**src/sv/shabsh_pkg.sv**
```systemverilog
package shabsh_pkg;

    // one input transaction as it travels from front to back
    typedef struct packed {
        logic [7:0] data;
        logic       has_data;
        logic       last;
    } t_item;

    // write side of the queue
    typedef struct packed {
        logic  valid;
        t_item item;
    } t_q_wr;

    // read side of the queue
    typedef struct packed {
        logic  valid;
        t_item item;
    } t_q_rd;

    typedef enum logic [2:0] {
        ST_IDLE,
        ST_PAD80,
        ST_PADZ,
        ST_LEN,
        ST_COMP,
        ST_FINAL
    } t_state;

    localparam int Q_DEPTH = 2;
    localparam int Q_AW    = $clog2(Q_DEPTH);
    localparam int Q_CW    = $clog2(Q_DEPTH + 1);

    localparam logic [6:0] FILL_LAST  = 7'd63;
    localparam logic [6:0] FILL_LEN   = 7'd56;
    localparam logic [6:0] FILL_FULL  = 7'd64;
    localparam logic [6:0] CNT_LOAD   = 7'd0;
    localparam logic [6:0] CNT_W_LO   = 7'd1;
    localparam logic [6:0] CNT_W_HI   = 7'd64;
    localparam logic [6:0] CNT_R_LO   = 7'd2;
    localparam logic [6:0] CNT_R_HI   = 7'd65;
    localparam logic [6:0] CNT_DONE   = 7'd66;
    localparam logic [7:0] PAD_BYTE   = 8'h80;

    localparam logic [31:0] H_INIT [8] = '{
        32'h6a09e667, 32'hbb67ae85, 32'h3c6ef372, 32'ha54ff53a,
        32'h510e527f, 32'h9b05688c, 32'h1f83d9ab, 32'h5be0cd19
    };

    localparam logic [31:0] K_ROUND [64] = '{
        32'h428a2f98, 32'h71374491, 32'hb5c0fbcf, 32'he9b5dba5,
        32'h3956c25b, 32'h59f111f1, 32'h923f82a4, 32'hab1c5ed5,
        32'hd807aa98, 32'h12835b01, 32'h243185be, 32'h550c7dc3,
        32'h72be5d74, 32'h80deb1fe, 32'h9bdc06a7, 32'hc19bf174,
        32'he49b69c1, 32'hefbe4786, 32'h0fc19dc6, 32'h240ca1cc,
        32'h2de92c6f, 32'h4a7484aa, 32'h5cb0a9dc, 32'h76f988da,
        32'h983e5152, 32'ha831c66d, 32'hb00327c8, 32'hbf597fc7,
        32'hc6e00bf3, 32'hd5a79147, 32'h06ca6351, 32'h14292967,
        32'h27b70a85, 32'h2e1b2138, 32'h4d2c6dfc, 32'h53380d13,
        32'h650a7354, 32'h766a0abb, 32'h81c2c92e, 32'h92722c85,
        32'ha2bfe8a1, 32'ha81a664b, 32'hc24b8b70, 32'hc76c51a3,
        32'hd192e819, 32'hd6990624, 32'hf40e3585, 32'h106aa070,
        32'h19a4c116, 32'h1e376c08, 32'h2748774c, 32'h34b0bcb5,
        32'h391c0cb3, 32'h4ed8aa4a, 32'h5b9cca4f, 32'h682e6ff3,
        32'h748f82ee, 32'h78a5636f, 32'h84c87814, 32'h8cc70208,
        32'h90befffa, 32'ha4506ceb, 32'hbef9a3f7, 32'hc67178f2
    };

    function automatic logic [31:0] f_ror(input logic [31:0] x, input int n);
        f_ror = (x >> n) | (x << (32 - n));
    endfunction

    function automatic logic [31:0] f_bsig0(input logic [31:0] x);
        f_bsig0 = f_ror(x, 2) ^ f_ror(x, 13) ^ f_ror(x, 22);
    endfunction

    function automatic logic [31:0] f_bsig1(input logic [31:0] x);
        f_bsig1 = f_ror(x, 6) ^ f_ror(x, 11) ^ f_ror(x, 25);
    endfunction

    function automatic logic [31:0] f_ssig0(input logic [31:0] x);
        f_ssig0 = f_ror(x, 7) ^ f_ror(x, 18) ^ (x >> 3);
    endfunction

    function automatic logic [31:0] f_ssig1(input logic [31:0] x);
        f_ssig1 = f_ror(x, 17) ^ f_ror(x, 19) ^ (x >> 10);
    endfunction

    function automatic logic [31:0] f_ch(input logic [31:0] e, input logic [31:0] f,
                                         input logic [31:0] g);
        f_ch = (e & f) ^ (~e & g);
    endfunction

    function automatic logic [31:0] f_maj(input logic [31:0] a, input logic [31:0] b,
                                          input logic [31:0] c);
        f_maj = (a & b) ^ (a & c) ^ (b & c);
    endfunction

endpackage

```
**src/sv/shabsh_front.sv**
```systemverilog
module shabsh_front (
    input  logic                i_valid,
    input  shabsh_pkg::t_item   i_item,
    input  logic                i_full,
    output logic                o_stall,
    output shabsh_pkg::t_q_wr   o_wr
);

    // idle transactions (no byte, not last) are taken and dropped here
    logic w_useful;

    assign w_useful    = i_item.has_data | i_item.last;
    assign o_stall     = i_full;
    assign o_wr.valid  = i_valid & ~i_full & w_useful;
    assign o_wr.item   = i_item;

endmodule

```
**src/sv/shabsh_queue.sv**
```systemverilog
module shabsh_queue (
    input  logic                i_clk,
    input  logic                i_rst_n,
    input  shabsh_pkg::t_q_wr   i_wr,
    output logic                o_full,
    input  logic                i_pop,
    output shabsh_pkg::t_q_rd   o_rd
);

    shabsh_pkg::t_item              r_mem [shabsh_pkg::Q_DEPTH];
    logic [shabsh_pkg::Q_AW-1:0]    r_wp, n_wp;
    logic [shabsh_pkg::Q_AW-1:0]    r_rp, n_rp;
    logic [shabsh_pkg::Q_CW-1:0]    r_count, n_count;
    logic                           w_push, w_pop;

    localparam logic [shabsh_pkg::Q_CW-1:0] CNT_FULL = shabsh_pkg::Q_CW'(shabsh_pkg::Q_DEPTH);
    localparam logic [shabsh_pkg::Q_AW-1:0] PTR_LAST =
        shabsh_pkg::Q_AW'(shabsh_pkg::Q_DEPTH - 1);

    assign o_full     = (r_count == CNT_FULL);
    assign w_push     = i_wr.valid & ~o_full;
    assign w_pop      = i_pop & (r_count != '0);
    assign o_rd.valid = (r_count != '0);
    assign o_rd.item  = r_mem[r_rp];

    always_comb begin
        n_wp    = w_push ? ((r_wp == PTR_LAST) ? '0 : r_wp + 1'b1) : r_wp;
        n_rp    = w_pop  ? ((r_rp == PTR_LAST) ? '0 : r_rp + 1'b1) : r_rp;
        n_count = r_count + shabsh_pkg::Q_CW'(w_push) - shabsh_pkg::Q_CW'(w_pop);
    end

    always_ff @(posedge i_clk) begin
        if (!i_rst_n) begin
            r_wp    <= '0;
            r_rp    <= '0;
            r_count <= '0;
        end else begin
            r_wp    <= n_wp;
            r_rp    <= n_rp;
            r_count <= n_count;
        end
    end

    always_ff @(posedge i_clk) begin
        if (w_push) begin
            r_mem[r_wp] <= i_wr.item;
        end
    end

endmodule

```
**src/sv/shabsh_back.sv**
```systemverilog
module shabsh_back (
    input  logic                i_clk,
    input  logic                i_rst_n,
    input  shabsh_pkg::t_q_rd   i_rd,
    output logic                o_pop,
    output logic                o_valid,
    input  logic                i_stall,
    output logic [63:0]         o_digest_0,
    output logic [63:0]         o_digest_1,
    output logic [63:0]         o_digest_2,
    output logic [63:0]         o_digest_3
);

    shabsh_pkg::t_state r_state, n_state;
    shabsh_pkg::t_state r_ret, n_ret;

    logic [6:0]  r_fill, n_fill;
    logic [63:0] r_msg, n_msg;
    logic [63:0] r_len, n_len;
    logic [6:0]  r_cnt, n_cnt;

    logic [31:0] r_chain [8];
    logic [31:0] r_rr    [8];
    logic [31:0] r_sched [16];
    logic [31:0] r_w;
    logic [31:0] r_rdata;
    logic [31:0] r_mem   [16];

    logic        r_out_valid;
    logic [63:0] r_digest [4];

    logic        w_we;
    logic [7:0]  w_wbyte;
    logic        w_load_out;
    logic        w_restart;
    logic        w_out_free;
    logic        w_comp;
    logic [5:0]  w_widx;
    logic [5:0]  w_ridx;
    logic [31:0] w_wnext;
    logic [31:0] w_t1;
    logic [31:0] w_t2;

    assign w_out_free = ~r_out_valid | ~i_stall;
    assign w_comp     = (r_state == shabsh_pkg::ST_COMP);

    // next state
    always_comb begin
        n_state = r_state;
        n_ret   = r_ret;
        case (r_state)
            shabsh_pkg::ST_IDLE: begin
                if (i_rd.valid) begin
                    if (i_rd.item.has_data && r_fill == shabsh_pkg::FILL_LAST) begin
                        n_state = shabsh_pkg::ST_COMP;
                        n_ret   = i_rd.item.last ? shabsh_pkg::ST_PAD80 : shabsh_pkg::ST_IDLE;
                    end else if (i_rd.item.last) begin
                        n_state = shabsh_pkg::ST_PAD80;
                    end
                end
            end
            shabsh_pkg::ST_PAD80: begin
                n_state = shabsh_pkg::ST_PADZ;
            end
            shabsh_pkg::ST_PADZ: begin
                if (r_fill == shabsh_pkg::FILL_LEN) begin
                    n_state = shabsh_pkg::ST_LEN;
                end else if (r_fill == shabsh_pkg::FILL_FULL) begin
                    n_state = shabsh_pkg::ST_COMP;
                    n_ret   = shabsh_pkg::ST_PADZ;
                end
            end
            shabsh_pkg::ST_LEN: begin
                if (r_fill == shabsh_pkg::FILL_LAST) begin
                    n_state = shabsh_pkg::ST_COMP;
                    n_ret   = shabsh_pkg::ST_FINAL;
                end
            end
            shabsh_pkg::ST_COMP: begin
                if (r_cnt == shabsh_pkg::CNT_DONE) begin
                    n_state = r_ret;
                end
            end
            shabsh_pkg::ST_FINAL: begin
                if (w_out_free) begin
                    n_state = shabsh_pkg::ST_IDLE;
                end
            end
            default: begin
                n_state = shabsh_pkg::ST_IDLE;
            end
        endcase
    end

    // outputs and buffer control
    always_comb begin
        w_we       = 1'b0;
        w_wbyte    = '0;
        o_pop      = 1'b0;
        w_load_out = 1'b0;
        w_restart  = 1'b0;
        n_fill     = r_fill;
        n_msg      = r_msg;
        n_len      = r_len;
        n_cnt      = w_comp ? r_cnt + 7'd1 : shabsh_pkg::CNT_LOAD;
        case (r_state)
            shabsh_pkg::ST_IDLE: begin
                o_pop = i_rd.valid;
                if (i_rd.valid && i_rd.item.has_data) begin
                    w_we    = 1'b1;
                    w_wbyte = i_rd.item.data;
                    n_msg   = r_msg + 64'd1;
                    n_fill  = (r_fill == shabsh_pkg::FILL_LAST) ? '0 : r_fill + 7'd1;
                end
            end
            shabsh_pkg::ST_PAD80: begin
                w_we    = 1'b1;
                w_wbyte = shabsh_pkg::PAD_BYTE;
                n_fill  = r_fill + 7'd1;
                n_len   = {r_msg[60:0], 3'b000};
            end
            shabsh_pkg::ST_PADZ: begin
                if (r_fill == shabsh_pkg::FILL_FULL) begin
                    n_fill = '0;
                end else if (r_fill != shabsh_pkg::FILL_LEN) begin
                    w_we   = 1'b1;
                    n_fill = r_fill + 7'd1;
                end
            end
            shabsh_pkg::ST_LEN: begin
                w_we    = 1'b1;
                w_wbyte = r_len[63:56];
                n_len   = {r_len[55:0], 8'h00};
                n_fill  = (r_fill == shabsh_pkg::FILL_LAST) ? '0 : r_fill + 7'd1;
            end
            shabsh_pkg::ST_COMP: begin
            end
            shabsh_pkg::ST_FINAL: begin
                if (w_out_free) begin
                    w_load_out = 1'b1;
                    w_restart  = 1'b1;
                    n_fill     = '0;
                    n_msg      = '0;
                end
            end
            default: begin
            end
        endcase
    end

    // schedule word and round logic
    assign w_widx = r_cnt[5:0] - 6'd1;
    assign w_ridx = r_cnt[5:0] - 6'd2;

    always_comb begin
        if (w_widx[5:4] == 2'b00) begin
            w_wnext = r_rdata;
        end else begin
            w_wnext = shabsh_pkg::f_ssig1(r_sched[14]) + r_sched[9]
                    + shabsh_pkg::f_ssig0(r_sched[1]) + r_sched[0];
        end
        w_t1 = r_rr[7] + shabsh_pkg::f_bsig1(r_rr[4])
             + shabsh_pkg::f_ch(r_rr[4], r_rr[5], r_rr[6])
             + shabsh_pkg::K_ROUND[w_ridx] + r_w;
        w_t2 = shabsh_pkg::f_bsig0(r_rr[0]) + shabsh_pkg::f_maj(r_rr[0], r_rr[1], r_rr[2]);
    end

    always_ff @(posedge i_clk) begin
        if (!i_rst_n) begin
            r_state     <= shabsh_pkg::ST_IDLE;
            r_ret       <= shabsh_pkg::ST_IDLE;
            r_fill      <= '0;
            r_msg       <= '0;
            r_len       <= '0;
            r_cnt       <= '0;
            r_out_valid <= 1'b0;
            r_chain     <= shabsh_pkg::H_INIT;
        end else begin
            r_state <= n_state;
            r_ret   <= n_ret;
            r_fill  <= n_fill;
            r_msg   <= n_msg;
            r_len   <= n_len;
            r_cnt   <= n_cnt;
            if (w_load_out) begin
                r_out_valid <= 1'b1;
            end else if (!i_stall) begin
                r_out_valid <= 1'b0;
            end
            if (w_restart) begin
                r_chain <= shabsh_pkg::H_INIT;
            end else if (w_comp && r_cnt == shabsh_pkg::CNT_DONE) begin
                for (int j = 0; j < 8; j++) begin
                    r_chain[j] <= r_chain[j] + r_rr[j];
                end
            end
        end
    end

    // block buffer, big-endian bytes within each word
    always_ff @(posedge i_clk) begin
        if (w_we) begin
            r_mem[r_fill[5:2]][{~r_fill[1:0], 3'b000} +: 8] <= w_wbyte;
        end
        r_rdata <= r_mem[r_cnt[3:0]];
    end

    always_ff @(posedge i_clk) begin
        if (w_comp && r_cnt == shabsh_pkg::CNT_LOAD) begin
            r_rr <= r_chain;
        end
        if (w_comp && r_cnt >= shabsh_pkg::CNT_W_LO && r_cnt <= shabsh_pkg::CNT_W_HI) begin
            r_w <= w_wnext;
            for (int j = 0; j < 15; j++) begin
                r_sched[j] <= r_sched[j + 1];
            end
            r_sched[15] <= w_wnext;
        end
        if (w_comp && r_cnt >= shabsh_pkg::CNT_R_LO && r_cnt <= shabsh_pkg::CNT_R_HI) begin
            // e takes d + t1, a takes t1 + t2, the rest shift down
            for (int j = 1; j < 8; j++) begin
                if (j != 4) begin
                    r_rr[j] <= r_rr[j - 1];
                end
            end
            r_rr[4] <= r_rr[3] + w_t1;
            r_rr[0] <= w_t1 + w_t2;
        end
        if (w_load_out) begin
            for (int j = 0; j < 4; j++) begin
                r_digest[j] <= {r_chain[2 * j], r_chain[2 * j + 1]};
            end
        end
    end

    assign o_valid    = r_out_valid;
    assign o_digest_0 = r_digest[0];
    assign o_digest_1 = r_digest[1];
    assign o_digest_2 = r_digest[2];
    assign o_digest_3 = r_digest[3];

endmodule

```
**src/sv/sha256_byte_stream_hasher.sv**
```systemverilog
// sha-256 hasher fed one message byte per input transaction
// input channel: i_valid / o_stall with i_data_byte, i_has_data, i_last;
//   a transaction with i_has_data low and i_last low is taken and dropped,
//   i_has_data low with i_last high closes the message (empty message allowed)
// output channel: o_valid / i_stall with o_digest_0..3, one transaction per
//   message, digest bytes in big-endian order, o_digest_0 carries bytes 0..7
// the front takes transactions into a two-entry queue; the back writes one byte
//   per cycle into the block buffer and runs the compression one round a cycle
// throughput: one byte per cycle until a block fills, then the input waits for the
//   64-round compression (one schedule word read from the buffer port per cycle)
// closing a message: the back writes 0x80, then the zero pad bytes, then the eight
//   length bytes, plus one or two compressions; the digest then loads into the output
//   register once that register is free, and the hash values restart
// reset (synchronous, i_rst_n low) empties the queue, drops a pending digest,
//   clears the byte counts and loads the initial hash values
// when the receiver stalls the digest holds in its output register; the back
//   waits with the next message's start until that register is free, and the
//   queue fills and raises o_stall
module sha256_byte_stream_hasher (
    input  logic        i_clk,
    input  logic        i_rst_n,
    input  logic        i_valid,
    output logic        o_stall,
    input  logic [7:0]  i_data_byte,
    input  logic        i_has_data,
    input  logic        i_last,
    output logic        o_valid,
    input  logic        i_stall,
    output logic [63:0] o_digest_0,
    output logic [63:0] o_digest_1,
    output logic [63:0] o_digest_2,
    output logic [63:0] o_digest_3
);

    shabsh_pkg::t_item w_item;
    shabsh_pkg::t_q_wr w_wr;
    shabsh_pkg::t_q_rd w_rd;
    logic              w_full;
    logic              w_pop;

    // pack the input fields into one transaction record
    assign w_item.data     = i_data_byte;
    assign w_item.has_data = i_has_data;
    assign w_item.last     = i_last;

    // front: takes transactions and filters out idle ones
    shabsh_front u_front (
        .i_valid (i_valid),
        .i_item  (w_item),
        .i_full  (w_full),
        .o_stall (o_stall),
        .o_wr    (w_wr)
    );

    // short queue so front and back stall on their own
    shabsh_queue u_queue (
        .i_clk   (i_clk),
        .i_rst_n (i_rst_n),
        .i_wr    (w_wr),
        .o_full  (w_full),
        .i_pop   (w_pop),
        .o_rd    (w_rd)
    );

    // back: block buffer, padding sequencer, compression and digest register
    shabsh_back u_back (
        .i_clk      (i_clk),
        .i_rst_n    (i_rst_n),
        .i_rd       (w_rd),
        .o_pop      (w_pop),
        .o_valid    (o_valid),
        .i_stall    (i_stall),
        .o_digest_0 (o_digest_0),
        .o_digest_1 (o_digest_1),
        .o_digest_2 (o_digest_2),
        .o_digest_3 (o_digest_3)
    );

endmodule

```
**config.mk**
```make
export PLATFORM = sky130hd
export DESIGN_NAME = sha256_byte_stream_hasher
export DESIGN_NICKNAME = d
export VERILOG_FILES = /design/src/sv/shabsh_pkg.sv /design/src/sv/shabsh_front.sv /design/src/sv/shabsh_queue.sv /design/src/sv/shabsh_back.sv /design/src/sv/sha256_byte_stream_hasher.sv
export SDC_FILE = /design/constraint.sdc
export NUM_CORES = 2
export LEC_CHECK = 0
export ABC_AREA = 1
export ABC_CLOCK_PERIOD_IN_PS = 34800
export BUFFER_PORTS_ARGS = -buffer_cell sky130_fd_sc_hd__buf_2
export CORE_ASPECT_RATIO = 0.6
export CORE_UTILIZATION = 40
export CTS_BUF_LIST = sky130_fd_sc_hd__clkbuf_4
export DETAILED_ROUTE_END_ITERATION = 8
export PLACE_DENSITY = 0.61
export SLEW_MARGIN = 10
export SYNTH_ARGS = -nofsm -noshare
export SYNTH_HDL_FRONTEND = slang
export SYNTH_HIERARCHICAL = 1
export SYNTH_SLANG_ARGS = --single-unit
```
**constraint.sdc**
```tcl
create_clock -name i_clk -period 34.8 [get_ports i_clk]
set_input_delay 3.48 -clock i_clk [delete_from_list [all_inputs] [get_ports i_clk]]
set_output_delay 3.48 -clock i_clk [all_outputs]
set_load 0.05 [all_outputs]
```
# ---- Yosys cells after proc, flatten, opt, wreduce, memory -nomap -nowiden
# Memory sizes are Yosys's and may differ from the RTL's. A register that Yosys moved wholly into a read port is not among the register bits.
# Cells that the tools add are included.
dict set report op_classes {
  n_shift 2
  eq_ne 23
  n_addsub 28
  magnitude_cmp 5
  bitwise_logic 39
  n_reduce_logical 24
  mux 54
}
# op n
set op_table {}
lappend op_table {{$add 32x32->32} 18}
lappend op_table {{$mux 256} 2}
lappend op_table {{$xor 32x32->32} 9}
lappend op_table {{$pmux 64 s2} 2}
lappend op_table {{$and 32x32->32} 5}
lappend op_table {{$mux 32} 4}
lappend op_table {{$mux 64} 2}
lappend op_table {{$add 64x1->64 const B} 1}
lappend op_table {{$mux 3} 13}
lappend op_table {{$mux 7} 5}
lappend op_table {{$pmux 7 s5} 1}
lappend op_table {{$not 32->32} 1}
lappend op_table {{$or 10x32->32} 1}
lappend op_table {{$or 13x32->32} 1}
lappend op_table {{$or 14x32->32} 1}
lappend op_table {{$or 15x32->32} 1}
lappend op_table {{$or 19x32->32} 1}
lappend op_table {{$or 21x32->32} 1}
lappend op_table {{$or 25x32->32} 1}
lappend op_table {{$or 26x32->32} 1}
lappend op_table {{$or 30x32->32} 1}
lappend op_table {{$or 7x32->32} 1}
lappend op_table {{$shift 8x7->32 const A} 1}
lappend op_table {{$shiftx 8x7->32} 1}
lappend op_table {{other kinds (46)} 100}
dict set report totals {
  word_cells 207
  memories 5
  rom_bits 2048
  out_inout_bits 258
  ram_bits 1300
  reg_bits 697
}
# name words width rd rd_ports_with_merged_regs write_ports line_no
set mem_list {}
lappend mem_list {{(name not given)} 64 32 1 0 0 shabsh_back.sv:164} ;# + shabsh_pkg::K_ROUND[w_ridx] + r_w;
lappend mem_list {u_back.r_mem 16 32 1 1 1 shabsh_back.sv:27} ;# logic [31:0] r_mem [16];
lappend mem_list {u_back.r_sched 16 32 16 0 16 shabsh_back.sv:24} ;# logic [31:0] r_sched [16];
lappend mem_list {u_back.r_digest 4 64 4 0 4 shabsh_back.sv:30} ;# logic [63:0] r_digest [4];
lappend mem_list {u_queue.r_mem 2 10 1 1 1 shabsh_queue.sv:10} ;# shabsh_pkg::t_item r_mem [shabsh_pkg::Q_DEPTH];

# ---- Logic depth before layout (Yosys ltp)
dict set report logic_depth {
  ltp_word 9
  depth_mapped 41
  mapped_depth_nobuf 38
}

# ---- Cells and area by module
# Netlist, hierarchy kept.
# module cells_per_inst area_each_um2 seq_area_each_um2 instances
set by_module_without_submodules {}
lappend by_module_without_submodules {shabsh_back 10725 102273.1 54752.5 1}
lappend by_module_without_submodules {shabsh_queue 69 1009.7 700.7 1}
lappend by_module_without_submodules {shabsh_front 15 97.6 0.0 1}

# ---- Worst setup path after synthesis
# Ideal clock, no wire load.
dict set report synth_path {
  path_type {register to register}
  start {register u_back.r_cnt[1]}
  end {memory u_back.r_sched[0][0], enable pin}
  stages_incl_launch_ff 8
  path_buffers 0
  required_time_ns 33.197
  setup_ns 1.603
  synth_period_minus_slack_ns 28.244
  t_arrival_ns 26.641
  path_slack_ns 6.556
  cell_sequence {dfxtp_1 inv_1 ha_1 inv_1 nor2_1 nand3_1 nor2_1 a22oi_1}
}
# element line_no
set synth_lines {}
lappend synth_lines {{start: declaration} shabsh_back.sv:20} ;# logic [6:0] r_cnt, n_cnt;
lappend synth_lines {{start signal: assignment} shabsh_back.sv:184} ;# r_cnt <= n_cnt;
lappend synth_lines {{end: declaration} shabsh_back.sv:24}

# ---- Worst setup path after layout
dict set report layout_path {
  start {register u_back.r_cnt[1]}
  end {register u_back/r_rr[247] in the netlist's numbering, data pin}
}
dict set report layout_via {
  elab_chain_len 9
  word_cells_on_any_way 13
  classes_between {4 x add/sub; 2 x order compare; 3 x mux; 1 x bitwise; 2 x reduce/logical; 1 x memory}
}
# element line_no
set layout_lines {}
lappend layout_lines {{$sub 6x2->6} shabsh_back.sv:153} ;# assign w_ridx = r_cnt[5:0] - 6'd2;
lappend layout_lines {{$not 6->7 (implied by the code)} shabsh_back.sv:164}
lappend layout_lines {{$mem_v2 64x32} --}
lappend layout_lines {{$mux 32 (implied by the code) (2 in series)} shabsh_back.sv:164}
lappend layout_lines {{$add 32x32->32 (2 in series)} shabsh_back.sv:164}
lappend layout_lines {{$add 32x32->32} shabsh_back.sv:227} ;# r_rr[0] <= w_t1 + w_t2;
lappend layout_lines {{$mux 256 *} shabsh_back.sv:219} ;# if (w_comp && r_cnt >= shabsh_pkg::CNT_R_LO && r_cnt <= shabsh_pkg::CNT_R_HI) begin
lappend layout_lines {{end signal: assignment} shabsh_back.sv:210} ;# r_rr <= r_chain;
lappend layout_lines {{end signal: indexed assignment} shabsh_back.sv:223} ;# r_rr[j] <= r_rr[j - 1];
lappend layout_lines {{end: declaration} shabsh_back.sv:23} ;# logic [31:0] r_rr [8];
# Every way passes the cells marked *; elsewhere a longest branch is shown, timed or not. The select of a mux whose other input is x is not followed.
# A chain may end at the register's enable or synchronous reset.

==> flow_metrics.tcl <==
set metrics [dict create \
    via_per_inst 5.55 \
    cts_buffer_depth 4 \
    hpwl_um 275000 \
    root_buffer "clkbuf_4" \
    syn_inst 10800 \
    synth-xor-area-share_pct 3.61 \
    peakVddDrop_v 0.000135 \
    finalWirelength_um 370000 \
    htree_levels 5 \
    synthSimpleGateAreaFrac_pct 14.5 \
    worstPathRequired_ns 35.85 \
    mostFrequentLayoutCells "1959 x nand2_1, 1556 x edfxtp_1, 1262 x inv_1, 1055 x o21ai_0, 946 x nor2_1" \
    path_delay_family "adder cells" \
    grt_max_degree 177 \
    clkTransAtPathRegs_ns 0.09 \
    relSlewSlack_pct 12.6 \
    postRouteAntennaNets 0 \
    period_share_pct 30.2 \
    route.detailed.drc 0 \
    synth_cell_types 68 \
    dieArea_um2 261000 \
    ys.flop_type "edfxtp_1" \
    finalNetCount 11800 \
    synth_seq_cells 1992 \
    setup_viol 0 \
    synth_area_um2 103000 \
    cts_buffers 463 \
    mostFrequentLayoutCell "nand2_1" \
    synth_warnings 6 \
    fin_crit_ns 10.51 \
    crit_top_cell "nand2_1" \
    via_count 83500 \
    num_rows 144 \
    synth_compound_area_share_pct 13.3 \
    maxCapViolCount 0 \
    antenna_found_initial 16 \
    status "finished clean" \
    grt_pass1_wl_um 532000 \
    worst_pin_slew_ns 1.31 \
    die_y_um 396 \
    regArea_um2 55500 \
    multi_input_area_um2 41600 \
    crit_arrival_ns 11.55 \
    clock_sinks 1992 \
    synth_edf_count 1556 \
    slew_violations 0 \
    drive_gt1_share_pct 10.6 \
    cts_hold_buf 0 \
    track_usage_pct 27.6 \
    insertion_delay_ns 1.34 \
    io_pins 272 \
    grt_pass1_vias 77700 \
    numPortBuffers 271 \
    muxShareOfSynthArea_pct 0.145 \
    cts.repair.resized 0 \
    hold_path.class "reg -> reg" \
    fin_util_pct 44.5 \
    grt-ovfl-total 0 \
    synth.net_count 11400 \
    critPathKind "reg -> reg" \
    synthArstFlopShare_pct 0 \
    synth_fa_ha_area_share_pct 8.55 \
    fp.dieW_um 658 \
    postCtsSetupRepairBufs 0 \
    drt_first_pass_iters 7 \
    fill_cells 24700 \
    worst-path-buf-inv 6 \
    routedWlPerCell_um 24.6 \
    synth_top_family_by_area "simple AND/OR/NAND/NOR gates" \
    rsz0062_at_grt "no" \
    finalHoldViolCount 0 \
    place.gp.congestion 0.973 \
    crit_slowest_cell "ha_1" \
    tns_ns 0 \
    endpoint_kind "flop" \
    p_leak_uw 0.0448 \
    coreArea_um2 257000 \
    cts_tree "yes" \
    path_max_fanout 63 \
    area_growth_pct 10.6 \
    skew_ns 0.117 \
    powerDensity_nw_per_um2 75.7 \
    fmax_ghz 0.0952 \
    initial_utilization_pct 40.3 \
    syn_avg_cell_area_um2 9.56 \
    slowest_delay_ns 0.97 \
    initialDrtViolationCount 10700 \
    seq_area_frac_synth_pct 53.6 \
    start_kind "flop" \
]
registers in the layout, summed over array words and instances, names as in the netlist, 2 cells and up, named ones only:
name and flops:
u_back/r_chain 256, u_back/r_cnt 7, u_back/r_digest 256, u_back/r_fill 7, u_back/r_len 61, u_back/r_mem 512
u_back/r_msg 61, u_back/r_rdata 32, u_back/r_ret 3, u_back/r_rr 256, u_back/r_sched 481, u_back/r_state 3
u_back/r_w 31, u_queue/r_count 2, u_queue/r_mem 20
per-layer routing:
layer	track usage, %	wire [um]	vias up
met5	0.899	356	-
met4	6.68	8450	6
met3	7.50	42800	515
met2	36.3	143000	4307
met1	43.7	176000	40500
li1	-	-	38200
kinds of logic after synthesis:
family / after synthesis
buf+inv: 1667
fa+ha+maj: 590
mux: 10
flops: 1992
compound gates: 2480
xor+xnor: 426
simple gates: 3644
Yosys cell counts (all sizes together) (10+ instances only):
cell type / instances / area, um2
a211oi: 19 / 143
a21boi: 35 / 263
a21o: 55 / 413
a21oi: 889 / 4450
a221oi: 26 / 228
a22oi: 137 / 1030
a31oi: 60 / 375
buf: 110 / 553
clkbuf: 276 / 1040
dfxtp: 436 / 8730
edfxtp: 1556 / 46700
fa: 195 / 3900
ha: 392 / 4900
inv: 1277 / 4800
mux2: 10 / 150
nand2: 1973 / 7450
nand3: 342 / 1720
nand3b: 22 / 165
nand4: 121 / 763
nor2: 969 / 3700
nor3: 122 / 631
nor4: 45 / 297
o211ai: 40 / 300
o21a: 18 / 135
o21ai: 1067 / 5340
o21bai: 56 / 420
o221ai: 17 / 149
o31ai: 17 / 128
or2: 42 / 263
xnor2: 176 / 1540
xor2: 250 / 2190
power by group:
part | internal [uW] | switching (uW) | total, uW | leakage [uW]
clock | 999 | 975 | 1970 | 0.00370
combinational | 1210 | 2770 | 3980 | 0.0242
sequential | 2630 | 71.2 | 2700 | 0.0169
area by class of cell:
| cell class | count | share of cell area [%] |
|---|---|---|
| Inverter | 1281 | 4.23 |
| Clock buffer | 726 | 4.77 |
| Sequential cell | 1992 | 48.5 |
| Timing Repair Buffer | 351 | 1.73 |
| Antenna cell | 7 | 0.0153 |
| Multi-Input combinational cell | 7150 | 36.4 |
| Tap cell | 3431 | 3.75 |
| Clock inverter | 126 | 0.625 |
metrics by stage:
stage	instance area (um2)	instances	hold WS, ns	worst slack [ns]	power (uW)
3_3_place_gp	108000	14200	0.400	24.63	6680
2_1_floorplan	103000	10800	0.400	6.56	5210
6_report	114000	15100	0.397	24.29	8650
3_5_place_dp	108000	14200	0.405	24.64	6620
5_1_grt	114000	15100	0.381	23.80	9180
4_1_cts	114000	15100	0.391	24.62	8620
final timing paths:
path | startpoint | to | slack, ns | depth (start not counted)
max | u_back/r_cnt[1]$_SDFF_PN0_ | u_back/r_rr[247]$_DFFE_PP_ | 24.29 | 33
min | u_back/r_sched[1][84]$_DFFE_PP_ | u_back/r_sched[1][52]$_DFFE_PP_ | 0.40 | 0
max reg2reg | u_back/r_cnt[1]$_SDFF_PN0_ | u_back/r_rr[247]$_DFFE_PP_ | 24.29 | 33
min reg2reg | u_back/r_sched[1][84]$_DFFE_PP_ | u_back/r_sched[1][52]$_DFFE_PP_ | 0.40 | 0
No activity file was read; power rests on OpenSTA's default activity.
